`config.mk`:
```
export PLATFORM = sky130hd
export DESIGN_NAME = majority_debounce_edge_period_timer_unit
export DESIGN_NICKNAME = d
export VERILOG_FILES = /design/src/mdept_pkg.sv /design/src/mdept_filter.sv /design/src/mdept_timer.sv /design/src/majority_debounce_edge_period_timer_unit.sv
export VERILOG_INCLUDE_DIRS = /design/src /design/src/src
export SDC_FILE = /design/constraint.sdc
export NUM_CORES = 1
export LEC_CHECK = 0
export BUFFER_PORTS_ARGS = -buffer_cell sky130_fd_sc_hd__buf_2
export CAP_MARGIN = 30
export CORE_MARGIN = 3
export CORE_UTILIZATION = 55
export CTS_CLUSTER_SIZE = 16
export DETAILED_ROUTE_END_ITERATION = 8
export PLACE_DENSITY = 0.84
export SYNTH_ARGS = -nofsm -noshare
export SYNTH_HDL_FRONTEND = slang
export SYNTH_SLANG_ARGS = --single-unit
```
`constraint.sdc`:
```
create_clock -name aclk -period 14.5 [get_ports aclk]
set_input_delay 0 -clock aclk [delete_from_list [all_inputs] [get_ports aclk]]
set_output_delay 0 -clock aclk [all_outputs]
set_load 0.05 [all_outputs]
```
`src/assert_macros.svh`:
```
// Assertion helpers for the block. Both forms sample on the rising edge of aclk.
// MDEPT_ASSERT is disabled while aresetn is low; MDEPT_ASSERT_ALWAYS is not.
`ifndef ASSERT_MACROS_SVH
`define ASSERT_MACROS_SVH

`ifndef SYNTHESIS

`define MDEPT_ASSERT(name, prop, msg) \
    name: assert property (@(posedge aclk) disable iff (!aresetn) (prop)) else $error(msg);

`define MDEPT_ASSERT_ALWAYS(name, prop, msg) \
    name: assert property (@(posedge aclk) (prop)) else $error(msg);

`else

`define MDEPT_ASSERT(name, prop, msg)

`define MDEPT_ASSERT_ALWAYS(name, prop, msg)

`endif

`endif

```
`src/mdept_pkg.sv`:
```
`timescale 1ns / 1ps

package mdept_pkg;

    // Field widths fixed by the interface.
    localparam int DATA_W    = 32;
    localparam int ELAPSED_W = 16;
    localparam int FACTOR_W  = 4;
    localparam int PROD_W    = DATA_W + FACTOR_W;
    localparam int CFG_ADDR_W = 2;

    // Defaults for the top-level parameters.
    localparam int HISTORY_LENGTH_DEF = 3;
    localparam int TIMER_WIDTH_DEF    = 32;

    // Reset values of the registers and of the startup timeout.
    localparam logic [FACTOR_W-1:0] FACTOR_RST      = 4'd3;
    localparam logic [DATA_W-1:0]   TIMEOUT_MIN_RST = 32'd10000000;
    localparam logic [DATA_W-1:0]   TIMEOUT_MAX_RST = 32'd60000000;
    localparam logic [DATA_W-1:0]   BOOT_TIMEOUT    = 32'd5000000;

    // Edge selection codes.
    localparam logic EDGE_RISING  = 1'b0;
    localparam logic EDGE_FALLING = 1'b1;

    // Register indexes on the configuration port.
    typedef enum logic [CFG_ADDR_W-1:0] {
        CFG_EDGE_MODE      = 2'd0,
        CFG_TIMEOUT_FACTOR = 2'd1,
        CFG_TIMEOUT_MIN    = 2'd2,
        CFG_TIMEOUT_MAX    = 2'd3
    } cfg_idx_t;

    typedef struct packed {
        logic                 pin_level;
        logic [ELAPSED_W-1:0] elapsed_us;
    } in_t;

    typedef struct packed {
        logic              level_out;
        logic              level_changed;
        logic              edge_seen;
        logic [DATA_W-1:0] edge_count;
        logic [DATA_W-1:0] pulse_duration_us;
        logic              duration_valid;
    } out_t;

    // Configuration as seen by the timer.
    typedef struct packed {
        logic [FACTOR_W-1:0] timeout_factor;
        logic [DATA_W-1:0]   timeout_min_us;
        logic [DATA_W-1:0]   timeout_max_us;
    } cfg_t;

    // Filter status handed to the timer.
    typedef struct packed {
        logic level;
        logic changed;
        logic edge_hit;
    } filt_t;

    // Timer results for one beat.
    typedef struct packed {
        logic [DATA_W-1:0] edge_count;
        logic [DATA_W-1:0] pulse_duration_us;
        logic              duration_valid;
    } tmr_t;

endpackage

```
`src/mdept_filter.sv`:
```
`timescale 1ns / 1ps

module mdept_filter #(
    parameter int HISTORY_LENGTH = mdept_pkg::HISTORY_LENGTH_DEF
) (
    input  logic            aclk,
    input  logic            aresetn,
    input  logic            advance,
    input  logic            pin_level,
    input  logic            edge_mode,
    output mdept_pkg::filt_t filt
);
    import mdept_pkg::*;

    localparam int CNT_W = $clog2(HISTORY_LENGTH + 1);

    logic [HISTORY_LENGTH-1:0] hist_reg;
    logic [HISTORY_LENGTH-1:0] hist_next;
    logic                      level_reg;
    logic [CNT_W-1:0]          ones;
    logic                      level;

    // Shift the new sample in and take the majority of the window.
    always_comb begin
        hist_next = (hist_reg << 1) | HISTORY_LENGTH'(pin_level);
        ones = '0;
        for (int i = 0; i < HISTORY_LENGTH; i++) begin
            ones = ones + CNT_W'(hist_next[i]);
        end
        level = (ones > CNT_W'(HISTORY_LENGTH / 2));
    end

    // Report the change and whether it is the selected edge.
    always_comb begin
        filt.level    = level;
        filt.changed  = (level != level_reg);
        filt.edge_hit = filt.changed &&
                        ((edge_mode == EDGE_RISING && level) ||
                         (edge_mode == EDGE_FALLING && !level));
    end

    always_ff @(posedge aclk) begin
        if (!aresetn) begin
            hist_reg  <= '0;
            level_reg <= 1'b0;
        end else if (advance) begin
            hist_reg  <= hist_next;
            level_reg <= level;
        end
    end

endmodule

```
`src/mdept_timer.sv`:
```
`timescale 1ns / 1ps

module mdept_timer #(
    parameter int TIMER_WIDTH = mdept_pkg::TIMER_WIDTH_DEF
) (
    input  logic                                aclk,
    input  logic                                aresetn,
    input  logic                                advance,
    input  logic [mdept_pkg::ELAPSED_W-1:0]     elapsed_us,
    input  mdept_pkg::filt_t                    filt,
    input  mdept_pkg::cfg_t                     cfg,
    output mdept_pkg::tmr_t                     tmr
);
    import mdept_pkg::*;

    localparam int TSUM_W = TIMER_WIDTH + 1;

    logic [TIMER_WIDTH-1:0] timer_reg;
    logic [TIMER_WIDTH-1:0] timer_next;
    logic [DATA_W-1:0]      edges_reg;
    logic [DATA_W-1:0]      edges_next;
    logic [DATA_W-1:0]      last_reg;
    logic [DATA_W-1:0]      last_next;
    logic                   valid_reg;
    logic                   valid_next;
    logic [DATA_W-1:0]      left_reg;
    logic [DATA_W-1:0]      left_next;
    logic                   armed_reg;
    logic                   armed_next;

    logic [TSUM_W-1:0]      timer_sum;
    logic [TIMER_WIDTH-1:0] timer_adv;
    logic [DATA_W-1:0]      elapsed_ext;
    logic                   expire;
    logic [PROD_W-1:0]      product;
    logic [PROD_W-1:0]      clamp_lo;

    // Saturating interval timer and one-shot timeout countdown.
    always_comb begin
        timer_sum   = {1'b0, timer_reg} + TSUM_W'(elapsed_us);
        timer_adv   = timer_sum[TIMER_WIDTH] ? '1 : timer_sum[TIMER_WIDTH-1:0];
        elapsed_ext = DATA_W'(elapsed_us);
        expire      = armed_reg && (elapsed_ext >= left_reg);
    end

    // Expiry first, then the selected edge latches the interval and re-arms.
    always_comb begin
        timer_next = timer_adv;
        edges_next = edges_reg;
        last_next  = expire ? '0 : last_reg;
        valid_next = expire ? 1'b0 : valid_reg;
        armed_next = armed_reg && !expire;
        if (expire) begin
            left_next = '0;
        end else if (armed_reg) begin
            left_next = left_reg - elapsed_ext;
        end else begin
            left_next = left_reg;
        end

        product  = PROD_W'(DATA_W'(timer_adv)) * PROD_W'(cfg.timeout_factor);
        clamp_lo = (product < PROD_W'(cfg.timeout_min_us)) ?
                   PROD_W'(cfg.timeout_min_us) : product;

        if (filt.edge_hit) begin
            edges_next = edges_reg + 1'b1;
            last_next  = DATA_W'(timer_adv);
            valid_next = 1'b1;
            timer_next = '0;
            armed_next = 1'b1;
            left_next  = (clamp_lo > PROD_W'(cfg.timeout_max_us)) ?
                         cfg.timeout_max_us : clamp_lo[DATA_W-1:0];
        end
    end

    always_ff @(posedge aclk) begin
        if (!aresetn) begin
            timer_reg <= '0;
            edges_reg <= '0;
            last_reg  <= '0;
            valid_reg <= 1'b0;
            left_reg  <= BOOT_TIMEOUT;
            armed_reg <= 1'b1;
        end else if (advance) begin
            timer_reg <= timer_next;
            edges_reg <= edges_next;
            last_reg  <= last_next;
            valid_reg <= valid_next;
            left_reg  <= left_next;
            armed_reg <= armed_next;
        end
    end

    always_comb begin
        tmr.edge_count        = edges_next;
        tmr.pulse_duration_us = last_next;
        tmr.duration_valid    = valid_next;
    end

endmodule

```
`src/majority_debounce_edge_period_timer_unit.sv`:
```
`timescale 1ns / 1ps
// Majority-vote debouncer with edge period timer.
// Input channel (s_valid/s_ready/s_data): one beat per sampling tick, carrying the
// raw pin level and the microseconds since the previous tick. Output channel
// (m_valid/m_ready/m_data): exactly one result beat per input beat, in order, with
// the filtered level, change and edge flags, edge count and the latest interval.
// Configuration: cfg_wr_en writes cfg_wdata to register cfg_addr at the clock edge;
// write only while no beat is in flight.
// The accepted beat sits in the input register; when the result register is free,
// the filter and timer update and load the result register, which raises m_valid.
// Throughput is one beat per cycle while the receiver keeps m_ready high; the limit
// is the combinational state update of the timer (saturating add, 32x4 multiply and clamp).
// When the receiver stalls, the result register holds and the input register can
// still take one more beat; after that s_ready drops until m_ready returns.
// Reset (aresetn low, synchronous) empties both registers, clears the filter and
// counters, restores the register defaults and arms the startup timeout.
module majority_debounce_edge_period_timer_unit #(
    parameter int HISTORY_LENGTH = mdept_pkg::HISTORY_LENGTH_DEF,
    parameter int TIMER_WIDTH    = mdept_pkg::TIMER_WIDTH_DEF
) (
    input  logic                             aclk,
    input  logic                             aresetn,
    input  logic                             s_valid,
    output logic                             s_ready,
    input  mdept_pkg::in_t                   s_data,
    output logic                             m_valid,
    input  logic                             m_ready,
    output mdept_pkg::out_t                  m_data,
    input  logic                             cfg_wr_en,
    input  logic [mdept_pkg::CFG_ADDR_W-1:0] cfg_addr,
    input  logic [mdept_pkg::DATA_W-1:0]     cfg_wdata
);
    import mdept_pkg::*;

    `include "assert_macros.svh"

    logic                in_valid_reg;
    in_t                 in_data_reg;
    logic                out_valid_reg;
    out_t                out_data_reg;
    logic                advance;

    logic                edge_mode_reg;
    cfg_t                cfg_reg;

    filt_t               filt;
    tmr_t                tmr;

    // Beat moves from the input register to the result register.
    assign advance = in_valid_reg && (!out_valid_reg || m_ready);
    assign s_ready = !in_valid_reg || advance;
    assign m_valid = out_valid_reg;
    assign m_data  = out_data_reg;

    // Configuration registers.
    always_ff @(posedge aclk) begin
        if (!aresetn) begin
            edge_mode_reg          <= EDGE_RISING;
            cfg_reg.timeout_factor <= FACTOR_RST;
            cfg_reg.timeout_min_us <= TIMEOUT_MIN_RST;
            cfg_reg.timeout_max_us <= TIMEOUT_MAX_RST;
        end else if (cfg_wr_en) begin
            unique case (cfg_idx_t'(cfg_addr))
                CFG_EDGE_MODE:      edge_mode_reg          <= cfg_wdata[0];
                CFG_TIMEOUT_FACTOR: cfg_reg.timeout_factor <= cfg_wdata[FACTOR_W-1:0];
                CFG_TIMEOUT_MIN:    cfg_reg.timeout_min_us <= cfg_wdata;
                CFG_TIMEOUT_MAX:    cfg_reg.timeout_max_us <= cfg_wdata;
                default: ;
            endcase
        end
    end

    // Input register.
    always_ff @(posedge aclk) begin
        if (!aresetn) begin
            in_valid_reg <= 1'b0;
        end else if (s_ready) begin
            in_valid_reg <= s_valid;
        end
    end

    always_ff @(posedge aclk) begin
        if (s_valid && s_ready) begin
            in_data_reg <= s_data;
        end
    end

    mdept_filter #(
        .HISTORY_LENGTH (HISTORY_LENGTH)
    ) u_filter (
        .aclk      (aclk),
        .aresetn   (aresetn),
        .advance   (advance),
        .pin_level (in_data_reg.pin_level),
        .edge_mode (edge_mode_reg),
        .filt      (filt)
    );

    mdept_timer #(
        .TIMER_WIDTH (TIMER_WIDTH)
    ) u_timer (
        .aclk       (aclk),
        .aresetn    (aresetn),
        .advance    (advance),
        .elapsed_us (in_data_reg.elapsed_us),
        .filt       (filt),
        .cfg        (cfg_reg),
        .tmr        (tmr)
    );

    // Result register.
    always_ff @(posedge aclk) begin
        if (!aresetn) begin
            out_valid_reg <= 1'b0;
        end else if (advance) begin
            out_valid_reg <= 1'b1;
        end else if (m_ready) begin
            out_valid_reg <= 1'b0;
        end
    end

    always_ff @(posedge aclk) begin
        if (advance) begin
            out_data_reg.level_out         <= filt.level;
            out_data_reg.level_changed     <= filt.changed;
            out_data_reg.edge_seen         <= filt.edge_hit;
            out_data_reg.edge_count        <= tmr.edge_count;
            out_data_reg.pulse_duration_us <= tmr.pulse_duration_us;
            out_data_reg.duration_valid    <= tmr.duration_valid;
        end
    end

    // A held input beat must not pass while the result register is stalled.
    `MDEPT_ASSERT(a_no_pass_on_stall, (in_valid_reg && out_valid_reg && !m_ready) |-> !s_ready, "input taken while both registers are full")
    // The selected edge is always a level change.
    `MDEPT_ASSERT(a_edge_is_change, m_valid |-> (!m_data.edge_seen || m_data.level_changed), "edge reported without a level change")
    // An edge latches a fresh interval, so the next result shows it valid.
    `MDEPT_ASSERT(a_edge_validates, (advance && filt.edge_hit) |=> (m_valid && m_data.duration_valid), "edge did not validate the interval")
    // Reset empties the result register.
    `MDEPT_ASSERT_ALWAYS(a_reset_empty, !aresetn |=> !m_valid, "result valid right after reset")

endmodule

```
* After elaboration in Yosys (flattened, before gate mapping)
Index checks and enable logic that the tools add are counted.
** Word-level totals
- Flip-flop bits (word level) :: 289
- Input bits :: 56
- Output and inout port bits :: 70
- Word-level logic and storage cells :: 75
** Operators by class
- Bitwise logic cells :: 2
- Magnitude comparators :: 4
- Multiplexer cells :: 15
- $mul :: 1
- Add/sub/neg operators :: 5
- Equality and inequality tests :: 4
- Reduce and logical (&&, ||, !) cells :: 22
** Operator list (count)
- 32-bit 2-to-1 mux :: 9
- 36-bit by 32-bit > comparator with 1-bit output :: 1
- 36-bit by 32-bit < comparator with 1-bit output :: 1
- 32-bit by 4-bit multiplier with 36-bit output :: 1
- 36-bit 2-to-1 mux :: 1
- 32-bit by 16-bit adder with 33-bit output :: 1
- 32-bit by 1-bit adder with 32-bit output, second input constant :: 1
- 16-bit by 32-bit >= comparator with 1-bit output :: 1
- 32-bit by 16-bit subtractor with 32-bit output :: 1
- 2-bit AND reduction :: 5
- 1-bit logical AND :: 7
- 1-bit 2-to-1 mux :: 5
- 2-bit equality test, second input constant :: 2
- 1-bit logical NOT :: 4
- 1-bit logical OR :: 3
- 3-bit by 1-bit OR with 3-bit output :: 1
- 3-bit nonzero test :: 1
- 1-bit by 1-bit adder with 2-bit output :: 1
- 2-bit by 1-bit adder with 2-bit output :: 1
- 2-bit by 1-bit equality test with 1-bit output, second input constant :: 1
- 2-bit by 1-bit > comparator with 1-bit output, second input constant :: 1
- 2-bit logical NOT :: 1
- 2-bit nonzero test :: 1
- 1-bit inequality test :: 1
- 1-bit inverter :: 1

* Depth between registers and ports, before layout
Gate-level depths: netlist of run 1.
- Depth in word-level cells :: 10
- Depth in mapped cells :: 52
- Depth with buffers taken out :: 47

* Cells and area by module
From an unflattened synthesis of run 1, not the netlist that was laid out.
** Unflattened totals
- Cell total of the unflattened synthesis :: 2416
- Area total of the unflattened synthesis :: 20617.3 µm²
** By module, submodules not included
- mdept_timer :: times used 1, seq. area each 2602.5 µm², cells an instance 2025, area an instance 15055.7 µm²
- majority_debounce_edge_period_timer_unit :: times used 1, seq. area each 3973.8 µm², cells an instance 374, area an instance 5390.2 µm²
- mdept_filter :: times used 1, seq. area each 60.1 µm², cells an instance 17, area an instance 171.4 µm²

* Least setup slack after synthesis of run 1
No wires, ideal clock.
- Path kind :: register -> register
- Start point :: reg in_data_reg[0] in the netlist's numbering
- End point :: reg u_timer.left_reg[23]
- Buffers on the path :: 4
- Clock period less this slack :: 10233 ps
- Data required time :: 14378 ps
- Library setup time :: 122 ps
- Cell stages (with the launch flop) :: 52
- Arrival time :: 10110 ps
- Setup slack :: 4267 ps
- Cell sequence :: edfxtp_1 ha_1 fa_1 a21o_1 and4b_1 a2111oi_2 o31ai_1 a31oi_1 clkbuf_1 nand2b_1 nand2_1 mux2_2 and2_1 fa_1 inv_1 fa_1 inv_1 ha_1 [16 not listed] nor2_4 nand2_2 buf_4 clkbuf_1 nand2_1 o21ai_0 ha_1 nand2_1 nor4_1 nor3b_1 a21oi_1 o21ai_0 a21oi_1 a21oi_1 nor2_2 buf_2 o211ai_1 a21oi_1
** Between the ends
- Word-level cells in the longest chain between the ends :: 8
- Elaborated cells on any way between the ends :: 15
- Classes of those cells :: add/sub: 2; mul: 1; order compare: 3; mux: 6; reduce/logical: 3
** Ends and longest elaborated chain
- start, declared :: RTL line majority_debounce_edge_period_timer_unit.sv:38 : in_t in_data_reg;
- start signal, assigned :: RTL line majority_debounce_edge_period_timer_unit.sv:84 : in_data_reg <= s_data;
- 32-bit by 16-bit adder with 33-bit output :: RTL line mdept_timer.sv:40 : timer_sum = {1'b0, timer_reg} + TSUM_W'(elapsed_us);
- 32-bit 2-to-1 mux :: RTL line mdept_timer.sv:41 : timer_adv = timer_sum[TIMER_WIDTH] ? '1 : timer_sum[TIMER_WIDTH-1:0];
- 32-bit by 4-bit multiplier with 36-bit output :: RTL line mdept_timer.sv:61 : product = PROD_W'(DATA_W'(timer_adv)) * PROD_W'(cfg.timeout_factor);
- 36-bit by 32-bit < comparator with 1-bit output :: RTL line mdept_timer.sv:62 : clamp_lo = (product < PROD_W'(cfg.timeout_min_us)) ?
- 36-bit 2-to-1 mux :: RTL line mdept_timer.sv:62
- 36-bit by 32-bit > comparator with 1-bit output :: RTL line mdept_timer.sv:71 : left_next = (clamp_lo > PROD_W'(cfg.timeout_max_us)) ?
- 32-bit 2-to-1 mux :: RTL line mdept_timer.sv:71
- 32-bit 2-to-1 mux :: RTL line mdept_timer.sv:65 : if (filt.edge_hit) begin
- end signal, assigned :: RTL line mdept_timer.sv:89 : left_reg <= left_next;
- end, declared :: RTL line mdept_timer.sv:26 : logic [DATA_W-1:0] left_reg;
Several ways; a longest one is shown, not always the timed one. The select of a mux whose other input is x is not followed.
A chain may end at the register's enable or synchronous reset.

* Worst setup path after layout of run 1
- Start point :: reg in_data_reg[0] in the netlist's numbering
- End point :: reg u_timer.left_reg[20]
The elaborated chain is that of the path after synthesis.

==> results.md, run 1 <==
* Status: completed
* Buffers on Ports at 125
* Setup CP Type: reg -> reg
* Hold Vio Cnt, Final at 0
* Reg-to-Reg Start: in_data_reg[0]
* Die ar. at 0.03894 mm^2
* Worst path bufs/invs at 4
* WL final at 61.02 mm
* Post-synth EDFFs at 85
* Fmax at 0.07710 GHz
* Worst-case clock buffer depth at 3
* Via count at 18720
* Relative slew slack at 26.82%
* Area growth from synthesis to layout at 12.86%
* Initial antenna violation count at 0
* Worst skew pair latency at 0.60 ns
* Clk root buf: clkbuf_16
* Chip height at 197.3 um
* Hold EP: in_data_reg[4]
* Critical R2R Capture: u_timer.left_reg[20]
* Post-DR vias/cell at 6.063
* Clk_skew at 0.01676 ns
* Initial Util at 56.20%
* Grt total ovfl at 0
* Critical path's slowest cell: a31oi_1
* Sequential cell area fraction in the yosys report at 32.96%
* Post-synth top area share at 20.28%
* Hold path start: s_data[4]
* Tot GR Track Use at 30.76%
* Final setup vio count at 0
* Routability Congestion at 1.004
* Post-synth cell types at 74
* Synth top cells by count: 349 x nand2_1, 249 x a21oi_1, 204 x dfxtp_1, 200 x inv_1, 195 x nor2_1
* Flops & latches, synth at 289
* # nets final at 2856
* Worst setup EP type: flop
* Leakage at 9.457 nW
* Mapped cell area at 0.02014 mm^2
* Placed insts at 2971
* Number of gates resized after cts at 0
* Post-synth net total at 2726
* Yosys warnings at 0
* 1st-iter DRT viols at 1617
* First-pass DRT Iterations at 7
* Fin crit share at 89.45%
* DRT antenna net count at 0
* Leading area contributor after synthesis: dfxtp_1
* CTS tree: yes
* Hold crit path type: in -> reg
* Power per cell area at 108.9 mW/mm^2
* DRC at 0
* R2r setup slk at 1.53 ns
* Htree depth at 1
* Worst slew pin tran at 1.096 ns
* CP Max Fanout at 34
* ANT cells at 0
* Max incr delay on CP at 0.72 ns
* Row Count at 69
* Final WS setup at 1.530 ns
* Hpwl dp at 44.97 mm
* Core Region at 0.03583 mm^2
* Non-filler cells, final at 3087
* Avg Cell Area, Syn at 8.149 um^2
* Largest cells by area after synthesis: dfxtp_1 20%, edfxtp_1 13%, ha_1 8.5%
* Post-Syn Instances at 2471
* Arr. time, crit path at 13.49 ns
* I/O pin cnt at 126
* Worst setup SP type: flop
* Chip width at 197.3 um
* Layout cells sized above 1 at 9.711%
* Max-capacitance violation count at 0
* Clock sinks at 289
* Hold-critical path depth at 2
* RSZ-0062 raised after global routing: false
* Fin crit period at 12.97 ns
* Top-count cell post-synth: nand2_1
* Slew Limit Fails at 0
* WP data required at 15.02 ns
* First-pass GRT wire length at 96.45 mm
* CTS clk-pin slew, worst paths at 0.06 ns
* Avg WL per Cell at 19.77 um
* Setup TNS at 0 ns
* Clock buffer count from CTS at 31
* Largest net degree at the start of global routing at 85
* Worst IR drop on VDD at 0.0001004 V
* Vias in the first global route at 17970
* Async S/R FF share, synth at 0%
* Place WS at 1.806 ns
* Reg2Reg Depth at 44
* Ys flop type: dfxtp_1
* Largest delay share family, worst path: compound AO/OA/AOI/OAI gates
-- metal layers --
metal | track usage [%] | wire length, um | vias up
li1 | - | - | 8839
met1 | 41.12 | 25810 | 8807
met2 | 49.58 | 27260 | 888
met3 | 4.503 | 4877 | 184
met4 | 14.15 | 3069 | 0
met5 | 0 | 0 | -
-- stage by stage --
| step | power [mW] | instance area (um^2) | utilization (%) | hold slack, ns |
|---|---|---|---|---|
| after floorplan | 1.430 | 20140 | - | 0.09887 |
| after global placement | 1.673 | 21120 | 58.94 | 0.1778 |
| after detailed placement | 1.683 | 21140 | 59.01 | 0.1782 |
| after CTS | 2.459 | 22700 | 63.35 | 0.09764 |
| after global routing | 2.592 | 22730 | 63.43 | 0.1159 |
| final | 2.476 | 22730 | 63.43 | 0.1088 |
-- cell usage in the layout (no fill, tap or decap), types with 31 or more instances in the layout --
cell type	Yosys	final
nand2_1	349	349
a21oi_1	249	249
dfxtp_1	204	204
inv_1	200	199
nor2_1	195	194
o21ai_0	163	162
ha_1	137	137
buf_2	5	125
edfxtp_1	85	85
fa_1	62	62
xnor2_1	59	59
dlygate4sd3_1	0	57
and2_1	54	54
xor2_1	51	51
nor3_1	49	49
nand3_1	48	48
nor2b_1	47	47
nand4_1	38	38
a21o_1	37	37
o211ai_1	35	35
clkbuf_16	0	31
-- repair_timing --
item,CTS,global route
setup buffers,0,0
hold buffers,57,0
endpoints found under the hold margin,88,0
-- area by class of cell --
type	count	area (um^2)
Fill cell	2953	13100
Multi-Input combinational cell	1865	12310
Sequential cell	289	6636
Timing Repair Buffer	213	1460
Clock buffer	42	847.1
Inverter	201	759.5
Tap cell	461	576.8
Clock inverter	16	137.6
-- power by group --
part | leakage [nW] | switching [mW] | internal (mW) | total, mW
clock | 0.471 | 0.341 | 0.430 | 0.772
combinational | 6.54 | 0.550 | 0.270 | 0.820
sequential | 2.45 | 0.0221 | 0.862 | 0.884
-- how the worst max path moves through the flow --
stage,from,to,cells past startpoint
after floorplan,in_data_reg[0],u_timer.left_reg[23],51
after CTS,in_data_reg[0],u_timer.left_reg[20],44
after global placement,in_data_reg[0],u_timer.left_reg[20],44
after detailed placement,in_data_reg[0],u_timer.left_reg[20],44
after global routing,in_data_reg[0],u_timer.left_reg[20],47
final,in_data_reg[0],u_timer.left_reg[20],44
-- cells by family (layout without fill, tap and decap cells) --
| group | after synthesis | in the layout | synth area share, % |
|---|---|---|---|
| muxes | 41 | 41 | 2.256 |
| DFF | 289 | 289 | 32.96 |
| AOI/OAI and AO/OA | 638 | 638 | 19.20 |
| buffers and inverters | 317 | 472 | 5.959 |
| xor gates and xnor gates | 110 | 110 | 4.785 |
| adders and majority gates | 199 | 199 | 14.68 |
| and+or+nand+nor | 877 | 877 | 20.16 |
No activity file was read; power rests on OpenSTA's default activity.
==> run 2, diff against run 1 <==
--- a/config.mk
+++ b/config.mk
@@ -12,6 +12,7 @@
 export CORE_UTILIZATION = 55
 export CTS_CLUSTER_SIZE = 16
 export DETAILED_ROUTE_END_ITERATION = 8
+export MAX_ROUTING_LAYER = met4
 export PLACE_DENSITY = 0.84
 export SYNTH_ARGS = -nofsm -noshare
 export SYNTH_HDL_FRONTEND = slang
==> run 2 against run 1 <==
Combinational power increased by 0.7%. Total power up 0.72%. Die area did not move. Critical path type unchanged. Critical endpoint is now u_timer.left_reg[18].
==> results.md, run 2 (synthesized netlist as in run 1, its figures left out) <==
* Clk_skew at 0.01073 ns
* Max incr delay on CP at 0.71 ns
* Reg2Reg Depth at 46
* Worst skew pair latency at 0.60 ns
* Worst slew pin tran at 1.040 ns
* Buffers on Ports at 125
* Relative slew slack at 30.57%
* Chip width at 197.3 um
* Arr. time, crit path at 13.25 ns
* CP Max Fanout at 37
* Hold crit path type: in -> reg
* Grt total ovfl at 0
* Max-capacitance violation count at 0
* DRC at 0
* Place WS at 2.001 ns
* Largest net degree at the start of global routing at 81
* CTS clk-pin slew, worst paths at 0.07 ns
* Clk root buf: clkbuf_16
* Worst IR drop on VDD at 0.0001040 V
* Critical R2R Capture: u_timer.left_reg[18]
* Hold EP: in_data_reg[11]
* Routability Congestion at 0.9950
* Initial antenna violation count at 1
* Slew Limit Fails at 0
* Core Util, Final at 63.52%
* Placed cell areas at 0.02113 mm^2
* Initial Util at 56.20%
* # nets final at 2853
* Fin crit period at 12.77 ns
* Layout cells sized above 1 at 9.645%
* DRT antenna net count at 0
* First-pass GRT wire length at 95.83 mm
* Core Region at 0.03583 mm^2
* Post-DR vias/cell at 6.073
* Reg-to-Reg Start: in_data_reg[0]
* I/O pin cnt at 126
* Worst setup SP type: flop
* Setup CP Type: reg -> reg
* Fmax at 0.07829 GHz
* Fin area at 0.02276 mm^2
* Htree depth at 1
* Tot GR Track Use at 31.81%
* Die ar. at 0.03894 mm^2
* Placed insts at 2968
* Worst-case clock buffer depth at 3
* Chip height at 197.3 um
* Clock buffer count from CTS at 31
* Hpwl dp at 45.27 mm
* Number of gates resized after cts at 0
* Setup Fix Bufs, Post-CTS at 0
* 1st-iter DRT viols at 1732
* Power per cell area at 109.6 mW/mm^2
* R2r setup slk at 1.73 ns
* Final WS setup at 1.727 ns
* Worst setup EP type: flop
* Setup crit start: in_data_reg[0]
* Area growth from synthesis to layout at 13.02%
* Vias in the first global route at 17860
* Setup TNS at 0 ns
* Status: completed
* WL final at 61.80 mm
* Leakage at 9.465 nW
* First-pass DRT Iterations at 7
* Non-filler cells, final at 3085
* Hold-critical path depth at 2
* Clock sinks at 289
* Hold path start: s_data[11]
* RSZ-0062 raised after global routing: false
* Fin crit share at 88.09%
* Via count at 18740
* Final setup vio count at 0
* Critical path's slowest cell: a31oi_1
* Avg WL per Cell at 20.03 um
* Most frequent cells in the layout: 349 x nand2_1, 249 x a21oi_1, 204 x dfxtp_1
* CTS tree: yes
* CP dominant cell by count: a21oi_1
* Row Count at 69
* WP data required at 14.98 ns
* Hold Vio Cnt, Final at 0
* Most common cell after layout, fill and taps aside: nand2_1
-- run 2: per-layer routing --
metal,vias to the layer above,wire length (um),share of wire [%],GRT usage (%)
met3,155,5268,8.5,4.366
met4,0,2878,4.7,12.51
met1,8840,25580,41,41.71
li1,8825,-,-,-
met5,-,0,0,-
met2,916,28080,45,50.20
-- run 2: what timing repair did --
| action | CTS | global route |
|---|---|---|
| hold endpoints to repair | 88 | 0 |
| hold buffers | 56 | 0 |
| setup endpoints to repair | 0 | 0 |
-- run 2: cell type report --
| type | count | area (um^2) |
|---|---|---|
| Clock buffer | 43 | 873.3 |
| Multi-Input combinational cell | 1865 | 12310 |
| Tap cell | 461 | 576.8 |
| Fill cell | 2994 | 13070 |
| Timing Repair Buffer | 210 | 1468 |
| Clock inverter | 15 | 133.9 |
| Inverter | 201 | 759.5 |
| Antenna cell | 1 | 2.502 |
| Sequential cell | 289 | 6636 |
-- run 2: worst max path at each step --
stage	end	cells past startpoint
floorplan	u_timer.left_reg[23]	51
finish	u_timer.left_reg[18]	46
global route	u_timer.left_reg[11]	46
detailed placement	u_timer.left_reg[20]	46
global placement	u_timer.left_reg[20]	46
CTS	u_timer.left_reg[18]	46
-- run 2: stage by stage --
step | hold WS, ns | power, mW
floorplan | 0.09887 | 1.430
global placement | 0.1783 | 1.678
detailed placement | 0.1782 | 1.688
CTS | 0.08898 | 2.485
global route | 0.1208 | 2.603
finish | 0.1231 | 2.493
-- run 2: power breakdown --
part | internal [mW] | total [mW] | switching [mW]
Sequential | 0.862 | 0.884 | 0.0217
Clock | 0.442 | 0.784 | 0.342
Combinational | 0.270 | 0.826 | 0.555
Total | 1.57 | 2.49 | 0.919
-- run 2: worst max-delay path: cells and delay by family (launching register included) --
kind,cells,cell delay [ns]
XOR/XNOR,1,0.27
multiplexers,1,0.35
AND/OR/NAND/NOR,16,3.66
buffers and inverters,4,0.52
AO/OA/AOI/OAI,17,4.76
flip-flops,1,0.42
adder cells (fa/ha/maj),7,2.64
